===== src/rtl/core/brl_pkg.sv =====
// Package for the button remap, learn and report block.
// Holds the beat structs, map type, shared constants and the pin select helper.
// Depends on nothing.
`default_nettype none

package brl_pkg;

  localparam int unsigned PIN_COUNT = 10;
  localparam int unsigned NIB_W     = 4;
  localparam int unsigned MAP_DEPTH = 16;
  localparam int unsigned MAP_W     = 40;
  localparam int unsigned IDX_W     = 4;

  localparam logic [7:0] AXIS_MIN = 8'd0;
  localparam logic [7:0] AXIS_MID = 8'd128;
  localparam logic [7:0] AXIS_MAX = 8'd255;

  localparam logic [MAP_W-1:0] STORED_MAP_RST = 40'h98_7654_3210;

  typedef logic [MAP_DEPTH-1:0][NIB_W-1:0] brl_map_t;

  typedef struct packed {
    logic [PIN_COUNT-1:0] button_pins;
    logic                 dir_left;
    logic                 dir_right;
    logic                 dir_up;
    logic                 dir_down;
  } brl_in_t;

  typedef struct packed {
    logic                 report_valid;
    logic [7:0]           axis_x;
    logic [7:0]           axis_y;
    logic [PIN_COUNT-1:0] buttons;
    logic                 led_on;
    logic                 save_map;
    logic [MAP_W-1:0]     new_map;
  } brl_out_t;

  typedef struct packed {
    logic report;
    logic save;
    logic led;
  } brl_step_t;

  function automatic logic pin_at(input logic [PIN_COUNT-1:0] pins,
                                  input logic [IDX_W-1:0]     idx,
                                  input logic [IDX_W-1:0]     bc);
    logic [MAP_DEPTH-1:0] wide;
    wide = MAP_DEPTH'(pins);
    return (idx < bc) && wide[idx];
  endfunction

endpackage

`default_nettype wire


===== src/rtl/core/brl_learn.sv =====
// Mode sequencer: startup, blink, scan, pause and normal phases, map storage.
// Produces the next active map and the per-beat step status.
// Depends on brl_pkg.
`default_nettype none

module brl_learn #(
  parameter int unsigned BUTTON_COUNT = 10,
  parameter int unsigned HOLD_TICKS   = 20,
  parameter int unsigned PAUSE_TICKS  = 20,
  parameter int unsigned BLINK_TICKS  = 40
) (
  input  logic                                clk_i,
  input  logic                                rst_ni,
  input  logic                                step_i,
  input  logic [brl_pkg::MAP_W-1:0]           stored_map_i,
  input  logic [brl_pkg::PIN_COUNT-1:0]       pins_i,
  input  logic                                any_pressed_i,
  output brl_pkg::brl_map_t                   map_d_o,
  output brl_pkg::brl_step_t                  step_o
);
  import brl_pkg::*;

  typedef enum logic [2:0] {
    PH_STARTUP,
    PH_BLINK,
    PH_SCAN,
    PH_PAUSE,
    PH_NORMAL
  } phase_e;

  localparam logic [IDX_W-1:0] BcLim    = IDX_W'(BUTTON_COUNT);
  localparam logic [4:0]       HoldLim  = 5'(HOLD_TICKS);
  localparam logic [5:0]       PauseLim = 6'(PAUSE_TICKS);
  localparam logic [5:0]       BlinkLim = 6'(BLINK_TICKS);

  phase_e           phase_q, phase_d;
  brl_map_t         active_q, active_d;
  brl_map_t         learned_q, learned_d;
  logic [IDX_W-1:0] slot_q, slot_d;
  logic [IDX_W-1:0] cand_q, cand_d;
  logic [4:0]       hold_q, hold_d;
  logic [5:0]       wait_q, wait_d;
  logic             led_q, led_d;

  logic             report;
  logic             save;
  logic             assigned;
  logic             cand_pressed;
  logic [IDX_W-1:0] cand_inc;
  logic [5:0]       wait_inc;
  logic [4:0]       hold_inc;
  logic [63:0]      stored_wide;

  assign stored_wide  = 64'(stored_map_i);
  assign wait_inc     = wait_q + 6'd1;
  assign hold_inc     = hold_q + 5'd1;
  assign cand_inc     = cand_q + IDX_W'(1);
  assign cand_pressed = pin_at(pins_i, cand_q, BcLim);

  always_comb begin
    assigned = 1'b0;
    for (int j = 0; j < MAP_DEPTH; j++) begin
      if ((IDX_W'(j) < slot_q) && (learned_q[j] == cand_q)) begin
        assigned = 1'b1;
      end
    end
  end

  always_comb begin
    phase_d   = phase_q;
    active_d  = active_q;
    learned_d = learned_q;
    slot_d    = slot_q;
    cand_d    = cand_q;
    hold_d    = hold_q;
    wait_d    = wait_q;
    led_d     = led_q;
    report    = 1'b0;
    save      = 1'b0;
    case (phase_q)
      PH_STARTUP: begin
        if (pins_i[8] && pins_i[9]) begin
          phase_d = PH_BLINK;
          wait_d  = '0;
          slot_d  = '0;
          cand_d  = '0;
          hold_d  = '0;
        end else begin
          for (int i = 0; i < MAP_DEPTH; i++) begin
            if (i < BUTTON_COUNT) begin
              active_d[i] = stored_wide[NIB_W*i +: NIB_W];
            end
          end
          phase_d = PH_NORMAL;
          report  = 1'b1;
        end
      end
      PH_BLINK: begin
        wait_d = wait_inc;
        if (wait_inc[0]) begin
          led_d = ~led_q;
        end
        if (wait_inc >= BlinkLim) begin
          phase_d = PH_SCAN;
          wait_d  = '0;
          hold_d  = '0;
          cand_d  = '0;
        end
      end
      PH_SCAN: begin
        hold_d = hold_inc;
        if (cand_pressed && !assigned) begin
          led_d = 1'b1;
          if (hold_inc >= HoldLim) begin
            led_d             = 1'b0;
            learned_d[slot_q] = cand_q;
            slot_d            = slot_q + IDX_W'(1);
            hold_d            = '0;
            wait_d            = '0;
            phase_d           = PH_PAUSE;
          end
        end else begin
          led_d  = ~led_q;
          hold_d = '0;
          cand_d = (cand_inc >= BcLim) ? '0 : cand_inc;
        end
      end
      PH_PAUSE: begin
        wait_d = wait_inc;
        if (wait_inc >= PauseLim) begin
          wait_d = '0;
          cand_d = '0;
          hold_d = '0;
          if (slot_q >= BcLim) begin
            for (int i = 0; i < MAP_DEPTH; i++) begin
              if (i < BUTTON_COUNT) begin
                active_d[i] = learned_q[i];
              end
            end
            save    = 1'b1;
            phase_d = PH_NORMAL;
          end else begin
            phase_d = PH_SCAN;
          end
        end
      end
      default: begin
        phase_d = PH_NORMAL;
        report  = 1'b1;
      end
    endcase
    if (report) begin
      led_d = any_pressed_i;
    end
  end

  always_ff @(posedge clk_i or negedge rst_ni) begin
    if (!rst_ni) begin
      phase_q <= PH_STARTUP;
      for (int i = 0; i < MAP_DEPTH; i++) begin
        active_q[i] <= NIB_W'(i);
      end
      learned_q <= '0;
      slot_q    <= '0;
      cand_q    <= '0;
      hold_q    <= '0;
      wait_q    <= '0;
      led_q     <= 1'b1;
    end else if (step_i) begin
      phase_q   <= phase_d;
      active_q  <= active_d;
      learned_q <= learned_d;
      slot_q    <= slot_d;
      cand_q    <= cand_d;
      hold_q    <= hold_d;
      wait_q    <= wait_d;
      led_q     <= led_d;
    end
  end

  assign map_d_o     = active_d;
  assign step_o.report = report;
  assign step_o.save   = save;
  assign step_o.led    = led_d;

endmodule

`default_nettype wire


===== src/rtl/core/brl_report.sv =====
// Report former: axes, remapped buttons and packed map for one result beat.
// Depends on brl_pkg.
`default_nettype none

module brl_report #(
  parameter int unsigned BUTTON_COUNT = 10
) (
  input  brl_pkg::brl_in_t   in_i,
  input  brl_pkg::brl_map_t  map_i,
  input  brl_pkg::brl_step_t step_i,
  output logic               any_pressed_o,
  output brl_pkg::brl_out_t  res_o
);
  import brl_pkg::*;

  localparam logic [IDX_W-1:0] BcLim = IDX_W'(BUTTON_COUNT);

  logic [PIN_COUNT-1:0] btn;
  logic [MAP_W-1:0]     packed_map;
  logic [7:0]           ax_x;
  logic [7:0]           ax_y;

  always_comb begin
    btn        = '0;
    packed_map = '0;
    for (int i = 0; i < PIN_COUNT; i++) begin
      if (i < BUTTON_COUNT) begin
        btn[i]                       = pin_at(in_i.button_pins, map_i[i], BcLim);
        packed_map[NIB_W*i +: NIB_W] = map_i[i];
      end
    end
  end

  assign ax_x = in_i.dir_left ? AXIS_MIN : (in_i.dir_right ? AXIS_MAX : AXIS_MID);
  assign ax_y = in_i.dir_down ? AXIS_MIN : (in_i.dir_up ? AXIS_MAX : AXIS_MID);

  assign any_pressed_o = |btn;

  assign res_o.report_valid = step_i.report;
  assign res_o.axis_x       = step_i.report ? ax_x : AXIS_MID;
  assign res_o.axis_y       = step_i.report ? ax_y : AXIS_MID;
  assign res_o.buttons      = step_i.report ? btn : '0;
  assign res_o.led_on       = step_i.led;
  assign res_o.save_map     = step_i.save;
  assign res_o.new_map      = packed_map;

endmodule

`default_nettype wire


===== src/rtl/core/button_remap_learn_and_report_top.sv =====
// Top level of the button remap, learn and report block.
// Input beat register, sequencer, report former, result register, config register.
// Depends on brl_pkg, brl_learn and brl_report.

// One input beat is one sample tick and yields exactly one result beat. The block
// takes a beat every clock cycle while the result side does not stall; an accepted
// beat waits in the input register, and the single pass of tick logic writes its result
// to the result register. Backpressure on the result side holds the result register and
// then the input register. The stored map written through the config channel is
// sampled only on the first tick after reset; write it before that tick. There is
// no clearing pass after reset.
`default_nettype none

module button_remap_learn_and_report_top #(
  parameter int unsigned BUTTON_COUNT = 10,
  parameter int unsigned HOLD_TICKS   = 20,
  parameter int unsigned PAUSE_TICKS  = 20,
  parameter int unsigned BLINK_TICKS  = 40
) (
  input  logic                        clk_i,
  input  logic                        rst_ni,
  input  logic                        in_valid_i,
  output logic                        in_ready_o,
  input  brl_pkg::brl_in_t            in_data_i,
  output logic                        out_valid_o,
  input  logic                        out_ready_i,
  output brl_pkg::brl_out_t           out_data_o,
  input  logic                        cfg_valid_i,
  output logic                        cfg_ready_o,
  input  logic [brl_pkg::MAP_W-1:0]   cfg_data_i
);
  import brl_pkg::*;

  brl_in_t          in_q;
  logic             in_vld_q;
  brl_out_t         out_q;
  logic             out_vld_q;
  logic [MAP_W-1:0] stored_q;

  logic      fire;
  brl_map_t  map_d;
  brl_step_t step;
  brl_out_t  res;
  logic      any_pressed;

  assign fire        = in_vld_q && (!out_vld_q || out_ready_i);
  assign in_ready_o  = !in_vld_q || fire;
  assign cfg_ready_o = 1'b1;

  brl_learn #(
    .BUTTON_COUNT (BUTTON_COUNT),
    .HOLD_TICKS   (HOLD_TICKS),
    .PAUSE_TICKS  (PAUSE_TICKS),
    .BLINK_TICKS  (BLINK_TICKS)
  ) u_learn (
    .clk_i         (clk_i),
    .rst_ni        (rst_ni),
    .step_i        (fire),
    .stored_map_i  (stored_q),
    .pins_i        (in_q.button_pins),
    .any_pressed_i (any_pressed),
    .map_d_o       (map_d),
    .step_o        (step)
  );

  brl_report #(
    .BUTTON_COUNT (BUTTON_COUNT)
  ) u_report (
    .in_i          (in_q),
    .map_i         (map_d),
    .step_i        (step),
    .any_pressed_o (any_pressed),
    .res_o         (res)
  );

  always_ff @(posedge clk_i or negedge rst_ni) begin
    if (!rst_ni) begin
      stored_q <= STORED_MAP_RST;
    end else if (cfg_valid_i) begin
      stored_q <= cfg_data_i;
    end
  end

  always_ff @(posedge clk_i or negedge rst_ni) begin
    if (!rst_ni) begin
      in_vld_q <= 1'b0;
    end else if (in_ready_o) begin
      in_vld_q <= in_valid_i;
    end
  end

  always_ff @(posedge clk_i) begin
    if (in_valid_i && in_ready_o) begin
      in_q <= in_data_i;
    end
  end

  always_ff @(posedge clk_i or negedge rst_ni) begin
    if (!rst_ni) begin
      out_vld_q <= 1'b0;
    end else if (fire) begin
      out_vld_q <= 1'b1;
    end else if (out_ready_i) begin
      out_vld_q <= 1'b0;
    end
  end

  always_ff @(posedge clk_i) begin
    if (fire) begin
      out_q <= res;
    end
  end

  assign out_valid_o = out_vld_q;
  assign out_data_o  = out_q;

  a_save_no_report : assert property (@(posedge clk_i) disable iff (!rst_ni)
    out_valid_o && out_data_o.save_map |-> !out_data_o.report_valid)
    else $error("save beat carries a report");

  a_report_led : assert property (@(posedge clk_i) disable iff (!rst_ni)
    out_valid_o && out_data_o.report_valid |-> out_data_o.led_on == (out_data_o.buttons != '0))
    else $error("report led does not follow buttons");

  a_idle_fields : assert property (@(posedge clk_i) disable iff (!rst_ni)
    out_valid_o && !out_data_o.report_valid |->
      out_data_o.axis_x == AXIS_MID && out_data_o.axis_y == AXIS_MID &&
      out_data_o.buttons == '0)
    else $error("non-report beat has report fields set");

  a_fire_fills : assert property (@(posedge clk_i) disable iff (!rst_ni)
    fire |=> out_vld_q)
    else $error("processed tick lost its result");

endmodule

`default_nettype wire

===== config.mk =====
export PLATFORM = sky130hd
export DESIGN_NAME = button_remap_learn_and_report_top
export DESIGN_NICKNAME = d
export VERILOG_FILES = /design/src/rtl/core/brl_pkg.sv /design/src/rtl/core/brl_learn.sv /design/src/rtl/core/brl_report.sv /design/src/rtl/core/button_remap_learn_and_report_top.sv
export SDC_FILE = /design/constraint.sdc
export NUM_CORES = 1
export LEC_CHECK = 0
export BUFFER_PORTS_ARGS = -buffer_cell sky130_fd_sc_hd__buf_2
export CORE_ASPECT_RATIO = 1.5
export CORE_UTILIZATION = 40
export CTS_BUF_LIST = sky130_fd_sc_hd__clkbuf_8 sky130_fd_sc_hd__clkbuf_16
export CTS_CLUSTER_DIAMETER = 50
export DETAILED_ROUTE_END_ITERATION = 6
export GPL_TIMING_DRIVEN = 1
export MAX_ROUTING_LAYER = met4
export PLACE_DENSITY = 0.57
export SYNTH_ARGS = -nofsm -noshare
export SYNTH_HDL_FRONTEND = slang
export SYNTH_SLANG_ARGS = --single-unit

===== constraint.sdc =====
create_clock -name clk_i -period 3.1 [get_ports clk_i]
set_input_delay 0.62 -clock clk_i [delete_from_list [all_inputs] [get_ports clk_i]]
set_output_delay 0.62 -clock clk_i [all_outputs]
set_load 0.02 [all_outputs]

==> summary.md <==
| Metric | Value |
|---|---|
| Max stage delay on crit path | 510 ps |
| EDFF count, synth | 71 |
| Synth Net Count | 1194 |
| Endpoints failing hold | 0 |
| Crit path arrival time | 3810 ps |
| Die Ht | 217.7 µm |
| Overflow left after global routing | 0 |
| Ranking of synthesized cells by area | dfrtp_1 (27%), edfxtp_1 (17%), mux2_2 (9.3%), dfstp_2 (6.6%), mux2i_1 (3.0%) |
| Area delta synth->final | 37.26% |
| Crit path kind | reg2reg |
| RSZ-0062 raised after global routing | yes |
| Design Area, Final | 17030 µm² |
| Die width | 145.8 µm |
| Die area | 31740 µm² |
| Asr flop ratio synth | 0.6992 |
| Clk_skew | 8.501 ps |
| Cells after DPL | 1789 |
| Seq/Total Area, Yosys | 0.5077 |
| Drt wl/cell | 20.20 µm |
| Critical path endpoint category | register |
| Clk_lat worst skew | 540 ps |
| Main combinational cell family by area after synthesis | compound AO/OA/AOI/OAI gates |
| Static leakage | 7.853 nW |
| Clock Root Buffer | clkbuf_16 |
| Final net count | 1532 |
| Register area | 6305 µm² |
| Rel. slew slack | 0.5157 |
| H-Tree Level Count | 1 |
| Xor and xnor area share after synthesis | 0.04517 |
| Synth unique cells | 77 |
| Multi-input logic area | 6271 µm² |
| Placer congestion estimate | 0.9382 |
| # setup viols final | 50 |
| CTS clock-pin slew for the worst setup and hold paths | 60 ps |
| Worst Path Required | 3380 ps |
| PwrDens | 656.2 nW/µm² |
| Worst Max-Slew Pin Slew | 726.4 ps |
| CTS buffer count | 27 |
| Hold Crit Class | in2async |
| Crit path from | in_q[13] |
| Outcome | finished, violations left |
| Simple-Gate Fraction of Synth Area | 0.1201 |
| Final count of pins violating max slew | 0 |
| # diodes | 0 |
| Area leader, netlist | dfrtp_1 |
| DRT iter0 DRCs | 523 |
| CP cell instances | a2111oi_4, a21oi_2, buf_6, a22o_1, a311oi_4, buf_4, mux2_4, a221o_1, o41ai_2, nand4_1, nor4_2, a21oi_1 |
| # rows | 78 |
| Antenna violations before repair | 0 |
| Largest delay share family, worst path | compound AO/OA/AOI/OAI gates |
| Ys flop type | dfrtp_1 |
| Non-filler cells, final | 1884 |
| Place WS | -666.0 ps |
| DR vias/cell | 5.437 |
| Peak supply drop | 0.3577 mV |
| CP startpoint kind | register |
| Worst path slowest cell | a2111oi_4 |
| Share of layout cells above drive strength 1 | 0.4656 |
| Flops & latches, synth | 236 |
| Core box area | 30350 µm² |
| Synth top area share | 0.2702 |
| Routed Antenna Nets | 0 |
| Synth Area in Compound Gates | 0.1416 |
| IO Port Bufs | 129 |
| HPWL after DPL | 28.18 mm |
| Tmin final | 3526 ps |
| CTS Sinks | 236 |
| Synth Area in Adders | 0.009075 |
| Post-place instance area | 15030 µm² |
| Max-cap violations | 0 |
| Max Clk Rate | 0.2836 GHz |
| IO Count | 131 |
| Initial DRT Pass Iterations | 5 |
| Post-synthesis cell area | 12410 µm² |
| Failing checks | negative setup slack |
| Final period util | 1.138 |
| Residual DRC count | 0 |
| Worst Path Buf+Inv | 2 |
| DRT Wirelength | 38.06 mm |
| Critical path fanouts, max | 7 |
| Largest net degree at the start of global routing | 74 |
| RR Startpoint | in_q[13] |
| Cells after Synth | 1126 |
| DR vias | 10.24k |
| Initial core utilization | 0.4088 |
| Vias in the first global route | 10.07k |
| Yosys Warn Count | 0 |
| Mux share of post-synthesis cell area | 0.1270 |
| Gr usage total | 0.2476 |
| Fillers | 2616 |
| Longest Clk Path Bufs | 3 |
| Worst setup margin | -426.4 ps |
| CTS tree | done |
| Synth Area per Inst | 11.02 µm² |
| First-pass GRT wire length | 58.26 mm |
==> path summary, 6_finish.rpt <==
check                                        to  slack (ps)  depth (start not counted)
max reg2reg                      out_data_o[41]        -430                         12
min in group clk_i                      in_q[2]         250                          1
max                              out_data_o[41]        -430                         12
min reg2reg                u_learn.active_q[33]         480                          2
min                           u_learn.hold_q[0]          40                          1
max in group asynchronous  u_learn.active_q[12]        2250                          2
==> sequential cells by signal (all words and copies together) (netlist names) <==
signal	cells
u_learn.cand_q	4
u_learn.led_q	1
out_data_o	57
u_learn.phase_q	3
u_learn.learned_q	60
u_learn.slot_q	4
u_learn.wait_q	6
out_valid_o	1
u_learn.active_q	40
in_q	14
in_vld_q	1
stored_q	40
u_learn.hold_q	5
==> worst reg2reg max path, stage by stage (launching register included) <==
cell,delay (ps)
edfxtp_1,450
a2111oi_4,510
a21oi_2,90
buf_6,160
a22o_1,200
a311oi_4,290
buf_4,180
mux2_4,290
a221o_1,350
o41ai_2,60
nand4_1,220
nor4_2,360
a21oi_1,100
==> report_power, final <==
part / total (mW) / switching [mW] / leakage (nW) / internal [mW]
logic: 3.88 / 1.99 / 4.64 / 1.89
clock network: 3.12 / 1.34 / 0.432 / 1.78
registers: 4.17 / 0.315 / 2.78 / 3.86
total: 11.2 / 3.64 / 7.85 / 7.53
==> cells in the mapped netlist (all sizes together), types with 3 or more instances <==
master and number:
nor4 20, and3 10, a311oi 9, a31oi 9
o2111ai 7, or4 5, a2111oi 4, o31ai 12
nor2 28, clkbuf 45, a222oi 6, nand2 93
and2 21, o21bai 3, xor2 32, nand4 11
a211oi 6, xnor2 32, a31o 3, mux2i 37
a21o 6, nor3b 3, o21ai 69, dfstp 31
nand3 49, buf 39, inv 53, nand3b 4
nor3 24, a22o 16, mux2 103, o211ai 9
edfxtp 71, ha 9, dfrtp 134, a221oi 17
nor2b 9, a21oi 36, nand2b 12, a41o 3
==> cell families after synthesis <==
logic type,after synthesis
buffers and inverters,137
flip-flops,236
other,1
AND/OR/NAND/NOR,295
multiplexers,142
AO/OA/AOI/OAI,242
adder cells (fa/ha/maj),9
XOR/XNOR,64
==> per-stage QoR <==
| step | setup TNS [ps] | utilization | power, mW | hold WS (ps) |
|---|---|---|---|---|
| after floorplan | -17.76 | - | 6.009 | 324.4 |
| after global placement | -9610 | 0.4953 | 7.609 | 463.6 |
| after detailed placement | -11980 | 0.4953 | 7.663 | 467.8 |
| after CTS | -2868 | 0.5459 | 11.04 | 62.95 |
| after global routing | -6539 | 0.5611 | 11.71 | 84.92 |
| final | -2110 | 0.5611 | 11.18 | 44.56 |
==> placed cells by master, fill, tap and decap left out, types with 26 or more instances in the layout <==
cell / instances
a21oi_1: 26
xor2_1: 31
mux2_2: 96
buf_2: 128
nand2_1: 86
xnor2_1: 31
o21ai_0: 58
clkbuf_16: 27
buf_4: 230
nand3_1: 35
dfrtp_1: 130
inv_1: 49
mux2i_1: 37
dfstp_2: 31
edfxtp_1: 71
nor2_1: 26
==> layout make-up <==
type                       count  area share
sequential                   236      0.3702
multi-input combinational    753      0.3682
timing repair buffer         393      0.1692
clock buffer                  27     0.03967
tap                          400     0.02939
inverter                      53     0.01183
clock inverter                22     0.01153
==> metal layers <==
| layer | global-route usage | part of all wire |
|---|---|---|
| met1 | 0.2895 | 0.40 |
| met2 | 0.4329 | 0.52 |
| met3 | 0.02322 | 0.042 |
| met4 | 0.1084 | 0.043 |
| met5 | - | 0 |
==> what timing repair did <==
| item | CTS | global route |
|---|---|---|
| buffers inserted | 24 | 23 |
| pin swaps | 30 | 38 |
| setup endpoints to repair | 73 | 84 |
| gates cloned | 3 | 0 |
| hold buffers | 0 | 0 |
| resized for setup | 86 | 83 |
(Power assumes the default switching activity.)
